===== src/rtl/mau_pkg.sv =====
// Package for the modular arithmetic unit: action codes, channel payloads, controller command struct.
// No dependencies.
package mau_pkg;

  localparam int unsigned RawWidth = 64;

  typedef enum logic [2:0] {
    ACT_REDUCE = 3'd0,
    ACT_ADD    = 3'd1,
    ACT_SUB    = 3'd2,
    ACT_MUL    = 3'd3,
    ACT_POW    = 3'd4,
    ACT_INV    = 3'd5,
    ACT_DIV    = 3'd6,
    ACT_NEG    = 3'd7
  } action_e;

  // Request and result payloads
  typedef struct packed {
    action_e              action;
    logic [31:0]          operand_a;
    logic [31:0]          operand_b;
    logic [RawWidth-1:0]  exponent;
    logic [RawWidth-1:0]  raw_value;
  } mau_req_t;

  typedef struct packed {
    logic [31:0] result;
  } mau_res_t;

  // Selects what the shared remainder unit reduces
  typedef enum logic [2:0] {
    SRC_A    = 3'd0,
    SRC_B    = 3'd1,
    SRC_RAW  = 3'd2,
    SRC_AB   = 3'd3,
    SRC_ACC  = 3'd4,
    SRC_SQR  = 3'd5,
    SRC_ONE  = 3'd6
  } src_e;

  // Where a finished remainder is written
  typedef enum logic [2:0] {
    DST_A    = 3'd0,
    DST_B    = 3'd1,
    DST_ACC  = 3'd2,
    DST_BASE = 3'd3,
    DST_RES  = 3'd4
  } dst_e;

  typedef struct packed {
    logic  load;      // capture request fields
    logic  start;     // start a remainder
    src_e  src;
    dst_e  dst;
    logic  base_from_b; // power base taken from b instead of a
    logic  shift_exp; // drop exponent low bit
    logic  finish;    // form result from action
    logic  save_inv;  // keep acc as inverse of b, then reuse for divide
  } mau_cmd_t;

  typedef struct packed {
    logic busy;       // remainder unit running
    logic exp_zero;
    logic exp_lsb;
    logic mod_small;  // modulus below two
  } mau_sts_t;

endpackage


===== src/rtl/mau_if.sv =====
// Valid/ready channel interface carrying a payload of type T.
// Depends on nothing.
interface mau_if #(
  parameter type T = logic
);
  logic valid;
  logic ready;
  T     data;
  modport source (output valid, output data, input ready);
  modport sink   (input valid, input data, output ready);
endinterface


===== src/rtl/mau_datapath.sv =====
// Datapath: operand registers, a multiplier, and a shift-subtract remainder unit.
// Depends on mau_pkg.
module mau_datapath import mau_pkg::*; #(
  parameter int unsigned W = 32
) (
  input  logic              clk_i,
  input  logic              rst_ni,
  input  logic [W-1:0]      modulus_i,
  input  logic [2:0]        action_i,
  input  logic [W-1:0]      a_i,
  input  logic [W-1:0]      b_i,
  input  logic [63:0]       exp_i,
  input  logic [63:0]       raw_i,
  input  mau_cmd_t          cmd_i,
  output mau_sts_t          sts_o,
  output logic [W-1:0]      result_o
);

  localparam int unsigned CntW = 7;

  logic [W-1:0]  a_q, b_q, acc_q, base_q, res_q;
  logic [63:0]   exp_q, raw_q;
  logic          neg_q;
  logic [2:0]    act_q;

  // remainder unit state
  logic [63:0]   dvd_q;
  logic [W:0]    rem_q;
  logic [CntW-1:0] cnt_q;
  logic          busy_q;
  logic          done_q;
  dst_e          dst_q;

  logic [2*W-1:0] prod;
  logic [63:0]   src_val;
  logic [W:0]    rem_sh, rem_nx;
  logic [W-1:0]  rdone;
  logic [W:0]    sum, mb;
  logic [W-1:0]  fin;

  // multiplier feeding the remainder unit
  logic [W-1:0] ma, mbb;
  always_comb begin
    ma = acc_q; mbb = base_q;
    case (cmd_i.src)
      SRC_AB:  begin ma = a_q;    mbb = b_q; end
      SRC_SQR: begin ma = base_q; mbb = base_q; end
      default: begin ma = acc_q;  mbb = base_q; end
    endcase
  end
  assign prod = ma * mbb;

  always_comb begin
    case (cmd_i.src)
      SRC_A:   src_val = 64'(a_q);
      SRC_B:   src_val = 64'(b_q);
      SRC_RAW: src_val = raw_q[63] ? (64'd0 - raw_q) : raw_q;
      SRC_ONE: src_val = 64'd1;
      default: src_val = 64'(prod);
    endcase
  end

  assign rem_sh = {rem_q[W-1:0], dvd_q[63]};
  assign rem_nx = (rem_sh >= {1'b0, modulus_i}) ? rem_sh - {1'b0, modulus_i} : rem_sh;
  assign rdone  = rem_q[W-1:0];

  // final single-step actions
  always_comb begin
    mb  = {1'b0, modulus_i};
    sum = {1'b0, a_q} + {1'b0, b_q};
    fin = res_q;
    case (act_q)
      ACT_ADD: begin
        fin = (sum >= mb) ? W'(sum - mb) : W'(sum);
      end
      ACT_SUB: begin
        sum = {1'b0, a_q} + (mb - {1'b0, b_q});
        fin = (sum >= mb) ? W'(sum - mb) : W'(sum);
      end
      ACT_NEG: fin = (a_q == '0) ? '0 : W'(mb - {1'b0, a_q});
      ACT_REDUCE: fin = (neg_q && res_q != '0) ? modulus_i - res_q : res_q;
      ACT_POW, ACT_INV: fin = acc_q;
      default: fin = res_q;
    endcase
  end

  // remainder unit control
  always_ff @(posedge clk_i or negedge rst_ni) begin
    if (!rst_ni) begin
      busy_q <= 1'b0;
      cnt_q  <= '0;
    end else if (cmd_i.start) begin
      busy_q <= 1'b1;
      cnt_q  <= '0;
    end else if (busy_q) begin
      cnt_q <= cnt_q + 1'b1;
      if (cnt_q == CntW'(63)) busy_q <= 1'b0;
    end
  end

  // remainder shift-subtract steps, one dividend bit per cycle
  always_ff @(posedge clk_i) begin
    if (cmd_i.start) begin
      dvd_q <= src_val;
      rem_q <= '0;
      dst_q <= cmd_i.dst;
    end else if (busy_q) begin
      dvd_q <= {dvd_q[62:0], 1'b0};
      rem_q <= rem_nx;
    end
  end

  // payload registers; a finished remainder is written back the cycle after completion
  always_ff @(posedge clk_i) begin
    if (cmd_i.load) begin
      a_q    <= a_i;
      b_q    <= b_i;
      exp_q  <= (action_i == ACT_INV || action_i == ACT_DIV) ?
                (64'(modulus_i) - 64'd2) : exp_i;
      raw_q  <= raw_i;
      neg_q  <= raw_i[63];
      act_q  <= action_i;
      acc_q  <= '0;
      base_q <= '0;
    end else if (done_q) begin
      case (dst_q)
        DST_A:    a_q    <= rdone;
        DST_B:    b_q    <= rdone;
        DST_ACC:  acc_q  <= rdone;
        DST_BASE: base_q <= rdone;
        default:  res_q  <= rdone;
      endcase
    end else begin
      // power base: a for power and inverse, b for divide
      if (cmd_i.start && cmd_i.src == SRC_ONE) base_q <= cmd_i.base_from_b ? b_q : a_q;
      if (cmd_i.shift_exp) exp_q <= {1'b0, exp_q[63:1]};
      // inverse of b replaces b so the final multiply forms a times it
      if (cmd_i.save_inv) b_q <= acc_q;
      if (cmd_i.finish) res_q <= fin;
    end
  end

  always_ff @(posedge clk_i or negedge rst_ni) begin
    if (!rst_ni) done_q <= 1'b0;
    else         done_q <= busy_q && (cnt_q == CntW'(63));
  end

  assign sts_o.busy      = busy_q || done_q;
  assign sts_o.exp_zero  = (exp_q == '0);
  assign sts_o.exp_lsb   = exp_q[0];
  assign sts_o.mod_small = (modulus_i < W'(2));
  assign result_o        = res_q;

endmodule


===== src/rtl/mau_ctrl.sv =====
// Controller: sequences the remainder unit through each action.
// Depends on mau_pkg.
module mau_ctrl import mau_pkg::*; (
  input  logic      clk_i,
  input  logic      rst_ni,
  input  logic      in_valid_i,
  output logic      in_ready_o,
  input  logic [2:0] action_i,
  output logic      out_valid_o,
  input  logic      out_ready_i,
  input  mau_sts_t  sts_i,
  output mau_cmd_t  cmd_o,
  output logic      zero_o
);

  typedef enum logic [3:0] {
    S_IDLE, S_RA, S_RB, S_WAIT, S_ONE, S_PMUL, S_PSQR, S_PNEXT,
    S_DMUL, S_FIN, S_OUT
  } state_e;

  state_e state_q, ret_q;
  logic [2:0] act_q;
  logic zero_q;

  assign in_ready_o  = (state_q == S_IDLE) || (state_q == S_OUT && out_ready_i);
  assign out_valid_o = (state_q == S_OUT);
  assign zero_o      = zero_q;

  always_comb begin
    cmd_o = '0;
    cmd_o.src = SRC_A;
    cmd_o.dst = DST_A;
    case (state_q)
      S_IDLE, S_OUT: cmd_o.load = in_valid_i && in_ready_o;
      S_RA: begin cmd_o.start = 1'b1; cmd_o.src = SRC_A; cmd_o.dst = DST_A; end
      S_RB: begin
        cmd_o.start = 1'b1;
        if (act_q == ACT_REDUCE) begin cmd_o.src = SRC_RAW; cmd_o.dst = DST_RES; end
        else begin cmd_o.src = SRC_B; cmd_o.dst = DST_B; end
      end
      S_ONE: begin
        cmd_o.start = 1'b1; cmd_o.src = SRC_ONE; cmd_o.dst = DST_ACC;
        cmd_o.base_from_b = (act_q == ACT_DIV);
      end
      S_PMUL: begin
        cmd_o.start = sts_i.exp_lsb; cmd_o.src = SRC_ACC; cmd_o.dst = DST_ACC;
        cmd_o.save_inv = sts_i.exp_zero && (act_q == ACT_DIV);
      end
      S_PSQR: begin cmd_o.start = 1'b1; cmd_o.src = SRC_SQR; cmd_o.dst = DST_BASE; end
      S_PNEXT: cmd_o.shift_exp = 1'b1;
      S_DMUL: begin cmd_o.start = 1'b1; cmd_o.src = SRC_AB; cmd_o.dst = DST_RES; end
      S_FIN: cmd_o.finish = 1'b1;
      default: ;
    endcase
  end

  always_ff @(posedge clk_i or negedge rst_ni) begin
    if (!rst_ni) begin
      state_q <= S_IDLE;
      ret_q   <= S_IDLE;
      act_q   <= ACT_REDUCE;
      zero_q  <= 1'b0;
    end else begin
      case (state_q)
        S_IDLE, S_OUT: begin
          if (state_q == S_OUT && out_ready_i) state_q <= S_IDLE;
          if (in_valid_i && in_ready_o) begin
            act_q  <= action_i;
            zero_q <= sts_i.mod_small;
            state_q <= sts_i.mod_small ? S_FIN : S_RA;
          end
        end
        S_RA: begin state_q <= S_WAIT; ret_q <= S_RB; end
        S_RB: begin
          state_q <= S_WAIT;
          case (act_q)
            ACT_REDUCE, ACT_ADD, ACT_SUB, ACT_NEG: ret_q <= S_FIN;
            ACT_MUL: ret_q <= S_DMUL;
            default: ret_q <= S_ONE;
          endcase
        end
        S_WAIT: if (!sts_i.busy) state_q <= ret_q;
        S_ONE: begin state_q <= S_WAIT; ret_q <= S_PMUL; end
        S_PMUL: begin
          if (sts_i.exp_zero) state_q <= (act_q == ACT_DIV) ? S_DMUL : S_FIN;
          else if (sts_i.exp_lsb) begin state_q <= S_WAIT; ret_q <= S_PSQR; end
          else state_q <= S_PSQR;
        end
        S_PSQR: begin state_q <= S_WAIT; ret_q <= S_PNEXT; end
        S_PNEXT: state_q <= S_PMUL;
        S_DMUL: begin state_q <= S_WAIT; ret_q <= S_FIN; act_q <= ACT_MUL; end
        S_FIN: state_q <= S_OUT;
        default: state_q <= S_IDLE;
      endcase
    end
  end

endmodule


===== src/rtl/modular_arithmetic_unit.sv =====
// Modular arithmetic unit.
// Channels: in_if carries action, operand_a, operand_b, exponent and raw_value;
// out_if carries result. A request is taken when valid and ready are high.
// Configuration: mod_we_i writes mod_wdata_i into the modulus (reset 2).
// Each modular reduction runs on one shared shift-subtract remainder unit.
// Add, subtract, negate and reduce take two reductions, multiply three;
// power, inverse and divide take one squaring per exponent bit and one
// multiply per set bit, with a final multiply for divide.
// One request is in flight at a time; the next is accepted in the cycle its
// result is taken. Reset clears the controller and sets the modulus to 2.
// A stalled receiver holds the result in the output register.
// Depends on mau_pkg, mau_if, mau_ctrl, mau_datapath.
module modular_arithmetic_unit import mau_pkg::*; #(
  parameter int unsigned RESIDUE_WIDTH = 32
) (
  input  logic        clk_i,
  input  logic        rst_ni,
  input  logic        mod_we_i,
  input  logic [31:0] mod_wdata_i,
  mau_if.sink         in_if,
  mau_if.source       out_if
);

  localparam int unsigned W = RESIDUE_WIDTH;

  logic [W-1:0] mod_q;
  mau_cmd_t cmd;
  mau_sts_t sts;
  logic zero;
  logic [W-1:0] res;

  // modulus register
  always_ff @(posedge clk_i or negedge rst_ni) begin
    if (!rst_ni)       mod_q <= W'(2);
    else if (mod_we_i) mod_q <= mod_wdata_i[W-1:0];
  end

  mau_ctrl u_ctrl (
    .clk_i, .rst_ni,
    .in_valid_i(in_if.valid), .in_ready_o(in_if.ready),
    .action_i(in_if.data.action),
    .out_valid_o(out_if.valid), .out_ready_i(out_if.ready),
    .sts_i(sts), .cmd_o(cmd), .zero_o(zero)
  );

  mau_datapath #(.W(W)) u_dp (
    .clk_i, .rst_ni,
    .modulus_i(mod_q),
    .action_i(in_if.data.action),
    .a_i(in_if.data.operand_a[W-1:0]),
    .b_i(in_if.data.operand_b[W-1:0]),
    .exp_i(in_if.data.exponent),
    .raw_i(in_if.data.raw_value),
    .cmd_i(cmd), .sts_o(sts), .result_o(res)
  );

  assign out_if.data.result = zero ? 32'd0 : 32'(res);

endmodule


===== src/flat_wrapper.sv =====
// flat-port wrapper written by rule: the top's interface ports become plain ports
module modular_arithmetic_unit_flat import mau_pkg::*;
#(
  parameter int unsigned RESIDUE_WIDTH = 32
)
  (clk_i, rst_ni, mod_we_i, mod_wdata_i, in_if_valid, in_if_data, in_if_ready, out_if_valid, out_if_data, out_if_ready);
  mau_if #(.T(mau_req_t)) in_if_i ();
  mau_if #(.T(mau_res_t)) out_if_i ();
  input  logic clk_i;
  input  logic rst_ni;
  input  logic mod_we_i;
  input  logic [31:0] mod_wdata_i;
  input wire logic [$bits(in_if_i.valid)-1:0] in_if_valid;
  input wire logic [$bits(in_if_i.data)-1:0] in_if_data;
  output wire logic [$bits(in_if_i.ready)-1:0] in_if_ready;
  output wire logic [$bits(out_if_i.valid)-1:0] out_if_valid;
  output wire logic [$bits(out_if_i.data)-1:0] out_if_data;
  input wire logic [$bits(out_if_i.ready)-1:0] out_if_ready;
  assign in_if_i.valid = in_if_valid;
  assign in_if_i.data = in_if_data;
  assign in_if_ready = in_if_i.ready;
  assign out_if_valid = out_if_i.valid;
  assign out_if_data = out_if_i.data;
  assign out_if_i.ready = out_if_ready;
  modular_arithmetic_unit #(.RESIDUE_WIDTH(RESIDUE_WIDTH)) u_core (.clk_i(clk_i), .rst_ni(rst_ni), .mod_we_i(mod_we_i), .mod_wdata_i(mod_wdata_i), .in_if(in_if_i), .out_if(out_if_i));
endmodule

===== config.mk =====
export PLATFORM = sky130hd
export DESIGN_NAME = modular_arithmetic_unit_flat
export DESIGN_NICKNAME = d
export VERILOG_FILES = /design/src/rtl/mau_pkg.sv /design/src/rtl/mau_if.sv /design/src/rtl/mau_datapath.sv /design/src/rtl/mau_ctrl.sv /design/src/rtl/modular_arithmetic_unit.sv /design/src/flat_wrapper.sv
export SDC_FILE = /design/constraint.sdc
export NUM_CORES = 2
export LEC_CHECK = 0
export ABC_AREA = 1
export CORE_MARGIN = 4
export CORE_UTILIZATION = 30
export DETAILED_ROUTE_END_ITERATION = 8
export DONT_BUFFER_PORTS = 1
export PLACE_DENSITY = 0.45
export SETUP_SLACK_MARGIN = 0.05
export SKIP_CTS_REPAIR_TIMING = 1
export SLEW_MARGIN = 20
export SYNTH_ARGS = -nofsm -noshare
export SYNTH_HDL_FRONTEND = slang
export SYNTH_SLANG_ARGS = --single-unit

===== constraint.sdc =====
create_clock -name clk_i -period 9.6 [get_ports clk_i]
set_input_delay 1.44 -clock clk_i [delete_from_list [all_inputs] [get_ports clk_i]]
set_output_delay 1.44 -clock clk_i [all_outputs]
set_load 0.005 [all_outputs]

## Word level (Yosys, flattened, before mapping)

Cells that the tools add are included.

| storage, ports and cells | value |
|---|---|
| flip-flop bits (word level) | 444 |
| bits in latches | 0 |
| RAM bits | 0 |
| bits in read-only memories | 0 |
| input port bits | 232 |
| output and inout bits | 34 |
| memories | 0 |

| operators by class | value |
|---|---|
| add/subtract/negate cells | 11 |
| multipliers | 1 |
| divide/modulo/power cells | 0 |
| order comparisons | 4 |
| equal/unequal tests | 41 |
| shift-type cells | 0 |
| multiplexer cells | 57 |
| bitwise operators | 1 |
| reductions and logical operators | 42 |

Operator list:

| kind | count |
|---|---|
| 2-to-1 mux 32 bit | 21 |
| 2-to-1 mux 64 bit | 7 |
| case mux 64 bit (4 select lines) | 1 |
| case mux 32 bit (5 select lines) | 1 |
| subtractor 32 bit | 5 |
| greater-or-equal comparator 33 x 32 -> 1 bit | 3 |
| zero test 64 bit | 1 |
| multiplier 32 x 32 -> 64 bit | 1 |
| case mux 32 bit (2 select lines) | 1 |
| subtractor 1 x 64 -> 64 bit, first input constant | 1 |
| case mux 4 bit (6 select lines) | 2 |
| case mux 7 bit (6 select lines) | 1 |
| adder 32 x 32 -> 33 bit | 1 |
| adder 32 x 33 -> 33 bit | 1 |
| subtractor 32 x 2 -> 33 bit, second input constant | 1 |
| subtractor 32 x 32 -> 33 bit | 1 |
| zero test 32 bit | 1 |
| less-than comparator 32 x 2 -> 1 bit, second input constant | 1 |
| nonzero test 32 bit | 1 |
| 2-to-1 mux 4 bit | 7 |
| equality test 3 bit, second input constant | 9 |
| equality test 3 x 2 -> 1 bit, second input constant | 7 |
| equality test 4 x 3 -> 1 bit, second input constant | 4 |
| AND reduction 2 bit | 8 |
| 29 further kinds | 70 |

## Longest topological paths before layout

| depth | value |
|---|---|
| depth in word-level cells | 8 |
| depth in mapped cells | 40 |
| depth with buffers taken out | 38 |

## Modules after synthesis

A second synthesis with hierarchy kept.

| unflattened totals | value |
|---|---|
| cell total of the unflattened synthesis | 10522 |
| area total of the unflattened synthesis | 74918.1 um^2 |

By module, submodules not included:

| module | instances | cells each | area each (um^2) | sequential area each (um^2) |
|---|---|---|---|---|
| mau_datapath | 1 | 10183 | 72489.5 | 10975.5 |
| modular_arithmetic_unit | 1 | 203 | 1549.0 | 802.0 |
| mau_ctrl | 1 | 136 | 879.6 | 300.3 |

## Least setup slack after synthesis

No wires, ideal clock.

| timing | value |
|---|---|
| path kind | register -> register |
| start point | register u_core.u_ctrl.state_q[3] |
| end point | register u_core.u_dp.dvd_q[62] (data pin) |
| library setup time | 0.256 ns |
| data arrival time | 7.231 ns |
| data required time | 9.344 ns |
| slack | 2.113 ns |
| stages on the path, launching flop included | 33 |
| path buffers | 2 |
| clock period less this slack | 7.487 ns |
| cells stage by stage | dfrtp_1 > nor2_2 > nand2_2 > nand2_2 > inv_2 > buf_2 > a21oi_1 > clkbuf_1 > nor2_1 > fa_1 > inv_1 > fa_1 > inv_1 > fa_1 > inv_1 > fa_1 > inv_1 > fa_1 > fa_1 > fa_1 > fa_1 > ha_1 > nand2_1 > nor2_1 > inv_1 > nor3_1 > nand3_1 > o21bai_1 > nand3_1 > nand2_1 > nand2_1 > nand3_1 > a21oi_1 |

| between the ends | value |
|---|---|
| word-level cells in the longest chain between the ends | 7 |
| elaborated cells between the ends (all ways) | 18 |
| those cells by class | mul (1); eq/ne (11); mux (5); reduce/logical (1) |

RTL lines:

| item | line | text |
|---|---|---|
| from (decl) | mau_ctrl.sv:21 | `state_e state_q, ret_q;` |
| from (signal assigned) | mau_ctrl.sv:70 | `state_q <= sts_i.mod_small ? S_FIN : S_RA;` |
| from (signal assigned) | mau_ctrl.sv:82 | `S_WAIT: if (!sts_i.busy) state_q <= ret_q;` |
| from (signal assigned) | mau_ctrl.sv:85 | `if (sts_i.exp_zero) state_q <= (act_q == ACT_DIV) ? S_DMUL : S_FIN;` |
| equality test 4 bit, or another cell as far along | mau_ctrl.sv:33 | `case (state_q)` |
| case mux 7 bit (6 select lines) * | mau_ctrl.sv:33 |  |
| equality test 3 bit / equality test 3 x 2 -> 1 bit (equally long branches) | mau_datapath.sv:45 | `case (cmd_i.src)` |
| case mux 32 bit (2 select lines) / 2-to-1 mux 32 bit (equally long branches) | mau_datapath.sv:45 |  |
| multiplier 32 x 32 -> 64 bit | mau_datapath.sv:51 | `assign prod = ma * mbb;` |
| case mux 64 bit (4 select lines) | mau_datapath.sv:54 | `case (cmd_i.src)` |
| 2-to-1 mux 64 bit * | mau_datapath.sv:103 | `if (cmd_i.start) begin` |
| to (signal assigned) | mau_datapath.sv:104 | `dvd_q <= src_val;` |
| to (signal assigned) | mau_datapath.sv:108 | `dvd_q <= {dvd_q[62:0], 1'b0};` |
| to (decl) | mau_datapath.sv:27 | `logic [63:0] dvd_q;` |

Mark *: on every way between the ends. The rest lies on a longest branch, timed or not.
A chain may end at the register's enable or synchronous reset.

## Worst setup path after layout

| timing | value |
|---|---|
| start point | register u_core.u_ctrl.state_q[3] |
| end point | register u_core.u_dp.dvd_q[47] (data pin) |

The elaborated chain is that of the path after synthesis.

==> summary.txt <==
GRT
  – Overflow after GRT: 0
  – Vias in the first global route: 73600
  – Largest net degree at the start of global routing: 73
  – Initial antenna violation count: 81
  – All-Layer GR Usage: 33.76%
  – First-pass GRT wire length: 606900 µm

Logic synthesis
  – Post-synth cell types: 64
  – Cell with the most instances after synthesis: nand2_1
  – Synth Register Bits: 443
  – Post-synth top area share: 24.83%
  – Area leader, netlist: fa_1
  – Post-Synthesis Cell Area: 75320 µm²
  – Sequential area share after synthesis: 16.04%
  – Commonest cells in the netlist: nand2_1, inv_1, nor2_1
  – Post-synth top flop: edfxtp_1
  – Number of synthesized flops with an enable pin: 294
  – Post-synth ARST share: 11.96%
  – Synthesized netlist cell count: 10560
  – Largest cells by area after synthesis: fa_1, nand2_1, edfxtp_1
  – Synthesized area per cell: 7.132 µm²
  – Yosys warns: 0
  – Mapped Nets: 12250

Power
  – Power per Cell Area: 243.3 nW/µm²
  – P_leak: 40.16 nW
  – Peak VDD IR: 0.1702 mV
  – Pwr Total: 20.26 mW

Floorplan
  – Die Y: 509.1 µm
  – Die width: 509.1 µm
  – Placement Rows: 183
  – Starting Density: 30.23%
  – Die Area: 259100 µm²
  – IO Pins: 266
  – Core area: 249100 µm²

STA
  – Final Max Slew Viols: 0
  – Final hold vios: 0
  – Final period util: 97.41%
  – Setup TNS: 0 ns
  – # setup viols final: 0
  – Worst Skew: 0.04204 ns
  – Fmax: 106.9 MHz
  – Final min period: 9.351 ns
  – Relative slew slack: 22.39%
  – RSZ-0062 raised after global routing: false
  – Worst-Margin Slew: 1.164 ns

Clock tree
  – Total CTS buffers: 53
  – TritonCTS Sinks: 443
  – Worst-path clk slew: 0.07 ns
  – Later-pin clock latency in the skew report: 0.70 ns
  – Max Root-Sink Buffers: 3
  – CTS H-tree depth: 2
  – Clock tree root driver cell: clkbuf_16
  – CTS tree: done

Detailed routing
  – DRT Pass-1 Iters: 9
  – ANT nets after route: 0
  – Final wirelength: 447100 µm
  – Wirelength per Cell: 31.76 µm
  – Via count: 76080
  – DR vias/cell: 5.404
  – DRC viols: 0
  – Iter 0 DRT Violations: 10470

Critical path
  – Worst-path fanout max: 24
  – Critical path's slowest cell: fa_1
  – Worst path arrival time: 9.75 ns
  – Top cell by count, worst path: fa_1
  – CP Launch Type: flip-flop
  – Crit path required time: 10.00 ns
  – Setup CP Type: reg -> reg
  – Setup crit end kind: flip-flop
  – CP peak stage delay: 0.60 ns

Hold path
  – Worst hold path type: in -> async

Flow run
  – Max-Cap Viols: 0

Place
  – Routability cong.: 1.036
  – Post-DP HPWL: 377700 µm
  – Port Buffers: 0

Layout
  – Share of cells above drive strength 1: 6.455%
  – Syn-to-layout area delta: 10.54%
  – Post-layout net count: 12360
  – # fillers: 27520

Status
  – Outcome: finished, final reports clean
worst paths after layout:
kind | startpoint | slack (ns) | depth (start not counted) | to
min in group clk_i | u_core.u_ctrl.ret_q[2]$_DFFE_PN0P_ | 0.50 | 2 | u_core.u_ctrl.ret_q[2]$_DFFE_PN0P_
worst max-delay path | u_core.u_ctrl.state_q[3]$_DFFE_PN0P_ | 0.25 | 33 | u_core.u_dp.dvd_q[47]$_DFFE_PP_
worst min register to register | u_core.u_ctrl.ret_q[2]$_DFFE_PN0P_ | 0.50 | 2 | u_core.u_ctrl.ret_q[2]$_DFFE_PN0P_
max in group asynchronous | rst_ni | 8.94 | 0 | u_core.mod_q[1]$_DFFE_PN1P_
worst min-delay path | rst_ni | 0.46 | 0 | u_core.mod_q[30]$_DFFE_PN0P_
worst max register to register | u_core.u_ctrl.state_q[3]$_DFFE_PN0P_ | 0.25 | 33 | u_core.u_dp.dvd_q[47]$_DFFE_PP_
critical path, delay by kind of cell (launching register included):
family | cells | cell delay, ns
compound gates | 6 | 1.28
fa+ha+maj | 9 | 4.49
buf+inv | 10 | 1.60
flops | 1 | 0.39
simple gates | 8 | 1.23
report_power, final:
part           switching [mW]  internal [mW]  leakage (nW)
sequential              0.519           2.78          4.27
clock                    1.00           1.18         0.881
combinational            10.8           3.97          35.0
total                    12.3           7.93          40.2
layer usage:
layer / up-vias / track usage (%) / share of wire [%]
met1: 38120 / 49.85 / 46
met3: 651 / 7.372 / 9.8
met2: 4036 / 47.86 / 40
li1: 33240 / - / -
met4: 30 / 12.26 / 4.3
met5: - / 0 / 0.042
sequential cells by signal, indices dropped and copies added (netlist names), 7 cells and up:
register,flops
u_core.u_dp.dvd_q,64
u_core.u_dp.exp_q,64
u_core.u_dp.raw_q,64
u_core.mod_q,32
u_core.u_dp.a_q,32
u_core.u_dp.acc_q,32
u_core.u_dp.b_q,32
u_core.u_dp.base_q,32
u_core.u_dp.rem_q,32
u_core.u_dp.result_o,32
u_core.u_dp.cnt_q,7
metrics by stage:
step / setup slack [ns] / std cells / hold WS, ns / utilization [%] / cell area, µm²
floorplan: 2.113 / 10560 / 0.4524 / - / 75320
global placement: -0.001280 / 13950 / 0.4723 / 32.65 / 81350
detailed placement: 0.02892 / 13950 / 0.4803 / 32.65 / 81350
CTS: -0.0005391 / 14050 / 0.4202 / 33.38 / 83150
global route: 0.06201 / 14050 / 0.4301 / 33.39 / 83190
finish: 0.2486 / 14080 / 0.4570 / 33.42 / 83260
layout by cell type (no fill, tap or decap), types with 74 or more instances in the layout:
cell / n
dfxtp_1: 96
nand2_1: 2516
inv_1: 1933
edfxtp_1: 294
nor3_1: 82
nand3_1: 534
fa_1: 934
nor2_1: 1415
nand4_1: 141
o21ai_0: 428
o211ai_1: 129
buf_4: 383
xnor2_1: 74
a21oi_1: 474
ha_1: 520
xor2_1: 90
area by class of cell:
class / count / area (µm²) / share of cell area [%]
clock buffers: 63 / 1458 / 1.751
flip-flops and latches: 443 / 12080 / 14.51
clock inverters: 37 / 339.1 / 0.4072
well taps: 3330 / 4167 / 5.004
repair buffers: 409 / 3403 / 4.088
multi-input cells: 7779 / 54260 / 65.17
diodes: 29 / 72.57 / 0.08716
inverters: 1990 / 7482 / 8.987
logic make-up after synthesis:
family | Yosys count | share of synthesized area, %
AOI/OAI and AO/OA | 1309 | 9.986
and+or+nand+nor | 4852 | 26.40
DFF | 443 | 16.04
xor gates and xnor gates | 164 | 1.907
adders and majority gates | 1454 | 33.46
buffers and inverters | 2338 | 12.21
(Power assumes the default switching activity.)
